$ cat src/rtl/core/nnp_pkg.sv
`timescale 1ns / 1ps
// Shared types and constants of the numbered notation note parser.
// No dependencies.
package nnp_pkg;

  // Parser phases, one-hot.
  typedef enum logic [6:0] {
    PH_IDLE     = 7'b0000001,
    PH_PREFIXED = 7'b0000010,
    PH_DEGREE   = 7'b0000100,
    PH_APOS     = 7'b0001000,
    PH_SLASH    = 7'b0010000,
    PH_DUR      = 7'b0100000,
    PH_SKIP     = 7'b1000000
  } phase_e;

  // One finished note as it leaves the parser.
  typedef struct packed {
    logic [2:0]        degree;
    logic signed [1:0] octave;
    logic [2:0]        units;
    logic              dot;
    logic [6:0]        number;
  } note_t;

  // Everything one character produced: one or two notes.
  typedef struct packed {
    logic  two;
    note_t n0;
    note_t n1;
  } ev_t;

  localparam int unsigned QueueDepth = 4;

  localparam logic [9:0] ScaleHz [7] = '{
    10'd262, 10'd294, 10'd330, 10'd349, 10'd392, 10'd440, 10'd494
  };
  localparam logic [9:0] MinHz = 10'd40;

  // Table value, doubled for high and halved for low octave, floored at MinHz; degree 0 gives 0.
  function automatic logic [9:0] tone_of(input logic [2:0] degree,
                                         input logic signed [1:0] octave);
    logic [9:0] hz;
    hz = '0;
    if (degree != 3'd0) begin
      hz = ScaleHz[degree - 3'd1];
      if (octave > 2'sd0) begin
        hz = {hz[8:0], 1'b0};
      end else if (octave < 2'sd0) begin
        hz = {1'b0, hz[9:1]};
      end
      if (hz < MinHz) begin
        hz = MinHz;
      end
    end
    return hz;
  endfunction

endpackage

$ cat src/rtl/core/numbered_notation_note_parser.sv
`timescale 1ns / 1ps
// Top level of the numbered notation note parser: front, queue and back.
// Depends on nnp_pkg, nnp_front, nnp_queue and nnp_back.
//
//   channel  | handshake     | beat
//   ---------+---------------+-----------------------------------------------
//   input    | push / full   | text_char_i, end_of_text_i
//   result   | empty / pop   | note_degree_o .. tone_hz_o, note_number_o,
//            |               | run_last_o
//
// One character is taken per cycle while full is low; the front parses it in
// the cycle it is accepted and files one or two notes as a single record,
// or none. A note passes the queue and then the result register before it
// reaches the result ports; a two-note record leaves the back as two beats.
// The four-entry record queue decouples the sides: full rises only when the
// queue fills under a stalled pop or while two-note records drain.
// Reset (rst_ni low, asynchronous) clears the parser, note count, queue
// pointers and result valid flag; nothing needs a clearing pass.
module numbered_notation_note_parser import nnp_pkg::*; #(
  parameter int unsigned MAX_NOTES = 128
) (
  input  logic              clk_i,
  input  logic              rst_ni,
  input  logic              push,
  output logic              full,
  input  logic [7:0]        text_char_i,
  input  logic              end_of_text_i,
  output logic              empty,
  input  logic              pop,
  output logic [2:0]        note_degree_o,
  output logic signed [1:0] note_octave_o,
  output logic [2:0]        quarter_units_o,
  output logic              is_dotted_o,
  output logic [9:0]        tone_hz_o,
  output logic [6:0]        note_number_o,
  output logic              run_last_o
);

  logic accept;
  logic ev_valid;
  ev_t  ev;
  logic q_valid, q_pop;
  ev_t  q_data;

  // Take a character whenever the queue has room for its record.
  assign accept = push && !full;

  nnp_front #(
    .MAX_NOTES(MAX_NOTES)
  ) u_front (
    .clk_i        (clk_i),
    .rst_ni       (rst_ni),
    .accept_i     (accept),
    .text_char_i  (text_char_i),
    .end_of_text_i(end_of_text_i),
    .ev_valid_o   (ev_valid),
    .ev_o         (ev)
  );

  // Hold records here while the result side stalls.
  nnp_queue u_queue (
    .clk_i  (clk_i),
    .rst_ni (rst_ni),
    .push_i (ev_valid),
    .data_i (ev),
    .full_o (full),
    .pop_i  (q_pop),
    .valid_o(q_valid),
    .data_o (q_data)
  );

  // Unpack records into result beats and compute the tone.
  nnp_back u_back (
    .clk_i          (clk_i),
    .rst_ni         (rst_ni),
    .q_valid_i      (q_valid),
    .q_data_i       (q_data),
    .q_pop_o        (q_pop),
    .empty          (empty),
    .pop            (pop),
    .note_degree_o  (note_degree_o),
    .note_octave_o  (note_octave_o),
    .quarter_units_o(quarter_units_o),
    .is_dotted_o    (is_dotted_o),
    .tone_hz_o      (tone_hz_o),
    .note_number_o  (note_number_o),
    .run_last_o     (run_last_o)
  );

endmodule

$ cat src/rtl/core/nnp_front.sv
`timescale 1ns / 1ps
// Front part: per-character token parser and note counter.
// Depends on nnp_pkg.
module nnp_front import nnp_pkg::*; #(
  parameter int unsigned MAX_NOTES = 128
) (
  input  logic       clk_i,
  input  logic       rst_ni,
  input  logic       accept_i,
  input  logic [7:0] text_char_i,
  input  logic       end_of_text_i,
  output logic       ev_valid_o,
  output ev_t        ev_o
);

  localparam int unsigned CntW = $clog2(MAX_NOTES + 1);

  localparam logic [7:0] ChSpace = 8'h20;
  localparam logic [7:0] ChTab   = 8'h09;
  localparam logic [7:0] ChCr    = 8'h0D;
  localparam logic [7:0] ChLf    = 8'h0A;
  localparam logic [7:0] ChDot   = 8'h2E;
  localparam logic [7:0] ChApos  = 8'h27;
  localparam logic [7:0] ChSlash = 8'h2F;
  localparam logic [7:0] ChDash  = 8'h2D;
  localparam logic [7:0] ChZero  = 8'h30;
  localparam logic [7:0] ChOne   = 8'h31;
  localparam logic [7:0] ChTwo   = 8'h32;
  localparam logic [7:0] ChFour  = 8'h34;
  localparam logic [7:0] ChSeven = 8'h37;

  typedef struct packed {
    phase_e            phase;
    logic [2:0]        degree;
    logic signed [1:0] octave;
    logic [2:0]        units;
    logic              dot;
  } held_t;

  localparam held_t HeldReset = '{phase: PH_IDLE, degree: 3'd0, octave: 2'sd0,
                                  units: 3'd4, dot: 1'b0};

  function automatic logic is_space(input logic [7:0] c);
    return (c == ChSpace) || (c == ChTab) || (c == ChCr) || (c == ChLf);
  endfunction

  function automatic logic is_degree(input logic [7:0] c);
    return ((c >= ChZero) && (c <= ChSeven)) || (c == ChDash);
  endfunction

  function automatic held_t start_note(input logic [7:0] c, input held_t h);
    held_t r;
    r = h;
    r.degree = ((c >= ChOne) && (c <= ChSeven)) ? c[2:0] : 3'd0;
    r.units  = 3'd4;
    r.dot    = 1'b0;
    r.phase  = PH_DEGREE;
    return r;
  endfunction

  function automatic held_t token_start(input logic [7:0] c, input held_t h);
    held_t r;
    r = h;
    if (is_space(c)) begin
      r.phase = PH_IDLE;
    end else if ((c == ChDot) || (c == 8'h4C) || (c == 8'h6C)) begin
      r.octave = -2'sd1;
      r.phase  = PH_PREFIXED;
    end else if ((c == 8'h48) || (c == 8'h68)) begin
      r.octave = 2'sd1;
      r.phase  = PH_PREFIXED;
    end else if ((c == 8'h4D) || (c == 8'h6D)) begin
      r.octave = 2'sd0;
      r.phase  = PH_PREFIXED;
    end else if (is_degree(c)) begin
      r.octave = 2'sd0;
      r = start_note(c, r);
    end else begin
      r.phase = PH_SKIP;
    end
    return r;
  endfunction

  function automatic note_t mk_note(input held_t h, input logic [CntW-1:0] n);
    note_t r;
    logic [CntW+6:0] n_ext;
    n_ext = {7'd0, n};
    r.degree = h.degree;
    r.octave = h.octave;
    r.units  = h.units;
    r.dot    = h.dot;
    r.number = n_ext[6:0];
    return r;
  endfunction

  held_t           held_q, h;
  logic [CntW-1:0] cnt_q, n;
  logic            va, vb, pend;
  note_t           ra, rb;

  always_comb begin
    h    = held_q;
    n    = cnt_q;
    va   = 1'b0;
    vb   = 1'b0;
    ra   = '0;
    rb   = '0;
    pend = 1'b0;
    if (text_char_i != 8'd0) begin
      case (held_q.phase)
        PH_PREFIXED: begin
          if (is_degree(text_char_i)) begin
            h = start_note(text_char_i, h);
          end else if (is_space(text_char_i)) begin
            h.phase = PH_IDLE;
          end else begin
            h.phase = PH_SKIP;
          end
        end
        PH_DEGREE, PH_APOS: begin
          if ((text_char_i == ChApos) && (held_q.phase == PH_DEGREE)) begin
            h.octave = 2'sd1;
            h.phase  = PH_APOS;
          end else if (text_char_i == ChSlash) begin
            h.phase = PH_SLASH;
          end else if (text_char_i == ChDot) begin
            h.units = h.units + (h.units >> 1);
            h.dot   = 1'b1;
            pend    = 1'b1;
          end else begin
            pend = 1'b1;
          end
        end
        PH_SLASH: begin
          if (text_char_i == ChTwo) begin
            h.units = 3'd2;
          end else if (text_char_i == ChFour) begin
            h.units = 3'd1;
          end else begin
            h.units = 3'd4;
          end
          h.phase = PH_DUR;
        end
        PH_DUR: begin
          if (text_char_i == ChDot) begin
            h.units = h.units + (h.units >> 1);
            h.dot   = 1'b1;
          end
          pend = 1'b1;
        end
        PH_SKIP: begin
          if (is_space(text_char_i)) begin
            h.phase = PH_IDLE;
          end
        end
        default: begin
          h = token_start(text_char_i, h);
        end
      endcase
      // Finish the held note, then restart on the character unless it was a dot.
      if (pend) begin
        if (n < CntW'(MAX_NOTES)) begin
          ra = mk_note(h, n);
          va = 1'b1;
          n  = n + 1'b1;
        end
        if (h.dot) begin
          h.phase = PH_IDLE;
        end else begin
          h = token_start(text_char_i, h);
        end
      end
    end
    // End of text or a NUL character: flush any note still open, then clear the parser.
    if ((text_char_i == 8'd0) || end_of_text_i) begin
      if ((h.phase == PH_DEGREE) || (h.phase == PH_APOS) ||
          (h.phase == PH_SLASH) || (h.phase == PH_DUR)) begin
        if (n < CntW'(MAX_NOTES)) begin
          if (va) begin
            rb = mk_note(h, n);
            vb = 1'b1;
          end else begin
            ra = mk_note(h, n);
            va = 1'b1;
          end
        end
      end
      h = HeldReset;
      n = '0;
    end
  end

  always_ff @(posedge clk_i or negedge rst_ni) begin
    if (!rst_ni) begin
      held_q <= HeldReset;
      cnt_q  <= '0;
    end else if (accept_i) begin
      held_q <= h;
      cnt_q  <= n;
    end
  end

  assign ev_valid_o = accept_i && va;
  assign ev_o.two   = va && vb;
  assign ev_o.n0    = ra;
  assign ev_o.n1    = rb;

`ifndef ASSERT_OFF
  a_cnt_bound: assert property (@(posedge clk_i) disable iff (!rst_ni)
    cnt_q <= CntW'(MAX_NOTES))
    else $error("note count passed its cap");
`endif

endmodule

$ cat src/rtl/core/nnp_queue.sv
`timescale 1ns / 1ps
// Short queue of per-character note records between front and back.
// Depends on nnp_pkg.
module nnp_queue import nnp_pkg::*; (
  input  logic clk_i,
  input  logic rst_ni,
  input  logic push_i,
  input  ev_t  data_i,
  output logic full_o,
  input  logic pop_i,
  output logic valid_o,
  output ev_t  data_o
);

  localparam int unsigned PtrW = $clog2(QueueDepth);
  localparam int unsigned CntW = $clog2(QueueDepth + 1);

  ev_t             mem_q [QueueDepth];
  logic [PtrW-1:0] wr_q, rd_q;
  logic [CntW-1:0] cnt_q;
  logic            do_pop;

  assign do_pop  = pop_i && valid_o;
  assign valid_o = (cnt_q != '0);
  assign full_o  = (cnt_q == CntW'(QueueDepth));
  assign data_o  = mem_q[rd_q];

  always_ff @(posedge clk_i) begin
    if (push_i) begin
      mem_q[wr_q] <= data_i;
    end
  end

  always_ff @(posedge clk_i or negedge rst_ni) begin
    if (!rst_ni) begin
      wr_q  <= '0;
      rd_q  <= '0;
      cnt_q <= '0;
    end else begin
      if (push_i) begin
        wr_q <= wr_q + 1'b1;
      end
      if (do_pop) begin
        rd_q <= rd_q + 1'b1;
      end
      if (push_i && !do_pop) begin
        cnt_q <= cnt_q + 1'b1;
      end else if (!push_i && do_pop) begin
        cnt_q <= cnt_q - 1'b1;
      end
    end
  end

`ifndef ASSERT_OFF
  a_no_overflow: assert property (@(posedge clk_i) disable iff (!rst_ni)
    push_i |-> !full_o)
    else $error("record pushed into a full queue");
`endif

endmodule

$ cat src/rtl/core/nnp_back.sv
`timescale 1ns / 1ps
// Back part: unpacks queued records, looks up the tone, holds the result beat.
// Depends on nnp_pkg.
module nnp_back import nnp_pkg::*; (
  input  logic              clk_i,
  input  logic              rst_ni,
  input  logic              q_valid_i,
  input  ev_t               q_data_i,
  output logic              q_pop_o,
  output logic              empty,
  input  logic              pop,
  output logic [2:0]        note_degree_o,
  output logic signed [1:0] note_octave_o,
  output logic [2:0]        quarter_units_o,
  output logic              is_dotted_o,
  output logic [9:0]        tone_hz_o,
  output logic [6:0]        note_number_o,
  output logic              run_last_o
);

  logic  out_valid_q, sel_q;
  logic  load, last;
  note_t cur;

  assign load    = !out_valid_q || pop;
  assign cur     = sel_q ? q_data_i.n1 : q_data_i.n0;
  assign last    = !q_data_i.two || sel_q;
  assign q_pop_o = load && q_valid_i && last;
  assign empty   = !out_valid_q;

  always_ff @(posedge clk_i or negedge rst_ni) begin
    if (!rst_ni) begin
      out_valid_q <= 1'b0;
      sel_q       <= 1'b0;
    end else if (load) begin
      out_valid_q <= q_valid_i;
      if (q_valid_i) begin
        sel_q <= !last;
      end
    end
  end

  always_ff @(posedge clk_i) begin
    if (load && q_valid_i) begin
      note_degree_o   <= cur.degree;
      note_octave_o   <= cur.octave;
      quarter_units_o <= cur.units;
      is_dotted_o     <= cur.dot;
      tone_hz_o       <= tone_of(cur.degree, cur.octave);
      note_number_o   <= cur.number;
      run_last_o      <= last;
    end
  end

`ifndef ASSERT_OFF
  a_second_pending: assert property (@(posedge clk_i) disable iff (!rst_ni)
    (out_valid_q && !run_last_o) |-> q_valid_i)
    else $error("first of two notes shown but its record is gone");
  a_sel_two: assert property (@(posedge clk_i) disable iff (!rst_ni)
    sel_q |-> (q_valid_i && q_data_i.two))
    else $error("second-note select without a two-note record");
`endif

endmodule
$ cat config.mk
export PLATFORM = sky130hd
export DESIGN_NAME = numbered_notation_note_parser
export DESIGN_NICKNAME = d
export VERILOG_FILES = /design/src/rtl/core/nnp_pkg.sv /design/src/rtl/core/numbered_notation_note_parser.sv /design/src/rtl/core/nnp_front.sv /design/src/rtl/core/nnp_queue.sv /design/src/rtl/core/nnp_back.sv
export SDC_FILE = /design/constraint.sdc
export NUM_CORES = 1
export LEC_CHECK = 0
export BUFFER_PORTS_ARGS = -buffer_cell sky130_fd_sc_hd__clkbuf_2
export CELL_PAD_IN_SITES_DETAIL_PLACEMENT = 0
export CELL_PAD_IN_SITES_GLOBAL_PLACEMENT = 1
export CORE_MARGIN = 4
export CORE_UTILIZATION = 51
export CTS_CLUSTER_DIAMETER = 30
export DETAILED_ROUTE_END_ITERATION = 12
export GPL_ROUTABILITY_DRIVEN = 0
export PLACE_DENSITY_LB_ADDON = 0.15
export SYNTH_ARGS = -nofsm -noshare
export SYNTH_HDL_FRONTEND = slang
export SYNTH_SLANG_ARGS = --single-unit
$ cat constraint.sdc
create_clock -name clk_i -period 6.1 [get_ports clk_i]
set_input_delay 1.22 -clock clk_i [delete_from_list [all_inputs] [get_ports clk_i]]
set_output_delay 1.22 -clock clk_i [all_outputs]
set_load 0.02 [all_outputs]
==> results by group <==
Outcome
  • Status: completed

Global route
  • Global-route wire length before repair: 31,600 um
  • Largest net degree at the start of global routing: 34
  • GRT Util Overall: 0.204
  • Number of global-route vias before repair: 5,726
  • Grt ovf: 0
  • Initial antenna violation count: 0

Pwr
  • LEAKAGE: 3.41 nW
  • Pwr Total: 3.73 mW
  • Worst vdd ir: 0.000222 V
  • PD cells: 365 nW/um^2

STA
  • Slew Viols, Final: 0
  • # setup viols final: 0
  • Worst-margin pin slew: 1090 ps
  • Post-layout minimum cycle time: 4920 ps
  • Final clock skew: 14.9 ps
  • Fin crit share: 0.806
  • RSZ-0062 raised after global routing: false
  • Setup TNS: 0 ps
  • Max Fclk: 203 MHz
  • Final hold violation count: 0
  • Slew margin rel.: 0.268

Routing
  • Routed Antenna Nets: 0
  • Residual DRC: 0
  • DRT iter0 DRCs: 499
  • Wire length per cell: 20.4 um
  • Routed WL: 19,700 um
  • TritonRoute pass-1 iters: 5
  • Vias/cell: 6.07
  • Via Count: 5,849

Critical path
  • Crit-path max FO: 14
  • Crit path kind: in -> reg
  • Internal reg-to-reg setup slack: 1580 ps
  • Critical path depth: 13
  • CP top delay family: simple AND/OR/NAND/NOR gates
  • Critical path, cell by cell: clkbuf_2 > nor4_1 > and2_1 > o21ai_1 > a211oi_1 > o21ai_1 > o211a_4 > a31oi_4 > nor2_1 > ha_1 > inv_1 > fa_1 > mux2_2
  • WP data arrival: 5230 ps
  • Slowest CP cell: nor4_1
  • Critical R2R Launch: u_front.held_q[10]
  • WP data required: 6410 ps
  • Worst Reg2Reg Path Length in Cells: 12
  • Critical Path Most Common Cell: o21ai_1
  • Crit path capture type: flop
  • Slowest stage delay, CP: 780 ps
  • Buf/Inv on CP: 2
  • Critical Path Source Type: input pin
  • CP Capture Point: u_queue.cnt_q[1]
  • Worst setup path startpoint: text_char_i[3]
  • Capture point of the worst reg-to-reg path: u_queue.cnt_q[1]

Logic synthesis
  • Register area share after synthesis: 0.611
  • Top-area cell type share of the netlist area: 0.521
  • Top_reg_cell synth: edfxtp_1
  • Cell Area, Synth: 9170 sq um
  • Count leader, synth: edfxtp_1
  • Synth Instances: 681
  • Post-synth ARST share: 0.172
  • Avg Cell Area, Syn: 13.5 sq um
  • Post-synth top cells: edfxtp_1, nand2_1, nor2_1
  • Ranking of synthesized cells by area: edfxtp_1, dfrtp_1, mux4_2, nand2_1, o21ai_0
  • Post-synthesis register bit count: 192
  • Cell taking the most area after synthesis: edfxtp_1
  • Post-synth EDFFs: 159
  • Yosys cell types: 78
  • Total number of yosys warnings: 0

Cells and area
  • Area Overhead vs Synth: 11.4%
  • ANT cells: 0
  • Post-route cell area: 10,200 sq um
  • Layout cell share with drive strength beyond 1: 0.199
  • Final Net Count: 753
  • Final cell utilization of the core: 0.585

CTS
  • Clock Pin Slew Worst Setup and Hold Paths: 70 ps
  • Worst-Skew Late Latency: 430 ps
  • Setup bufs post-CTS: 0
  • Num CTS Buffers: 17
  • Worst-case clock buffer depth: 2
  • Resized cells post-CTS: 0
  • Clk root buf: clkbuf_16
  • Clock sinks: 192
  • Hold Buf Count CTS: 0
  • CTS tree: yes
  • H-tree Lvls: 4

Floorplan
  • Die Y: 142 um
  • IO Count: 42
  • Std cell rows: 48
  • Die Width: 142 um
  • Starting Density: 0.525
  • CORE AREA: 17,500 sq um
  • Die area: 20,200 sq um

Placement
  • Post-placement cell area: 9660 sq um
  • DP Wirelength: 13,300 um
  • PortBufs: 41

Min path
  • Hold path cells: 1
  • Worst min-delay path category: reg -> reg

Run
  • Max Cap Violations: 0
per-layer routing:
| metal | track usage | share of wire | wire, um |
|---|---|---|---|
| met5 | 0 | 0 | 0 |
| met4 | 0.0525 | 0.010 | 199 |
| met3 | 0.0349 | 0.051 | 1010 |
| met2 | 0.337 | 0.49 | 9740 |
| met1 | 0.283 | 0.44 | 8730 |
worst min-delay path by stage:
stage | end | start | slack, ps
after floorplan | u_front.held_q[6] | u_front.held_q[6] | 450
after global placement | u_queue.cnt_q[2] | u_queue.cnt_q[2] | 470
after detailed placement | u_queue.cnt_q[2] | u_queue.cnt_q[2] | 480
after CTS | u_queue.cnt_q[2] | u_queue.cnt_q[2] | 490
after global routing | u_queue.cnt_q[2] | u_queue.cnt_q[2] | 510
final | u_queue.cnt_q[2] | u_queue.cnt_q[2] | 490
cell families after synthesis:
group | synth area share
buffers and inverters | 0.0272
adders and majority gates | 0.0221
xor gates and xnor gates | 0.0134
muxes | 0.103
and+or+nand+nor | 0.119
DFF | 0.611
AOI/OAI and AO/OA | 0.103
other | 0.000409
layout make-up:
type,instances,area [sq um]
Fill cell,1392,7260
Sequential cell,192,5600
Multi-Input combinational cell,447,3430
Clock buffer,18,429
Tap cell,225,282
Timing Repair Buffer,51,280
Clock inverter,14,129
Inverter,16,60.1
metrics by stage:
| step | cells | setup slack [ps] | hold WS (ps) |
|---|---|---|---|
| 6_report | 963 | 1180 | 488 |
| 3_3_place_gp | 931 | 950 | 475 |
| 5_1_grt | 963 | 939 | 508 |
| 3_5_place_dp | 931 | 812 | 479 |
| 4_1_cts | 963 | 1260 | 491 |
| 2_1_floorplan | 700 | 897 | 450 |
worst reg2reg max path: cells and delay by family (launching register included):
family / cells / cell delay [ps]
compound gates: 4 / 1460
simple gates: 4 / 1440
fa+ha+maj: 2 / 650
flops: 1 / 490
mux: 1 / 270
buf+inv: 1 / 90
state kept, by name, indices dropped and copies added, names as in the netlist:
| name | flops |
|---|---|
| u_queue.mem_q | 132 |
| u_back.quarter_units_o | 3 |
| u_queue.wr_q | 2 |
| u_front.cnt_q | 8 |
| u_front.held_q | 16 |
| u_back.sel_q | 1 |
| u_back.tone_hz_o | 10 |
| u_queue.rd_q | 2 |
| u_back.is_dotted_o | 1 |
| u_back.note_number_o | 7 |
| u_back.note_degree_o | 3 |
| u_back.note_octave_o | 2 |
| u_back.out_valid_q | 1 |
| u_back.run_last_o | 1 |
| u_queue.cnt_q | 3 |
power breakdown:
part           switching [mW]  leakage, nW  internal (mW)
clock network           0.503        0.262          0.536
logic                   0.546         1.36          0.431
registers               0.149         1.79           1.57
total                    1.20         3.41           2.54
cell usage in the layout, fill, tap and decap left out, types with 3 or more instances in the layout:
cell          n
nor2_1       39
nor2_4        3
clkbuf_2     41
nor3_1       28
a211oi_1      7
inv_1        13
a32o_1       10
nor2b_1       9
and2_1        7
clkinv_1      4
xnor2_1       5
o21ai_1       3
a31oi_1       5
clkbuf_16    17
conb_1       20
nand3_1      20
xor2_1        9
edfxtp_1    159
o32ai_1       3
buf_4        10
a21oi_1      26
mux2i_1       7
clkinvlp_4    3
nand2_1      55
dfrtp_1      30
nand2b_1      7
inv_6         3
or3_1         3
nand4_1       5
o21ai_0      33
mux4_2       33
o31ai_1      13
mux2_2       12
ha_1         13
and3_1        5
nor4_1        7
o21a_1        5
(Power assumes the default switching activity.)
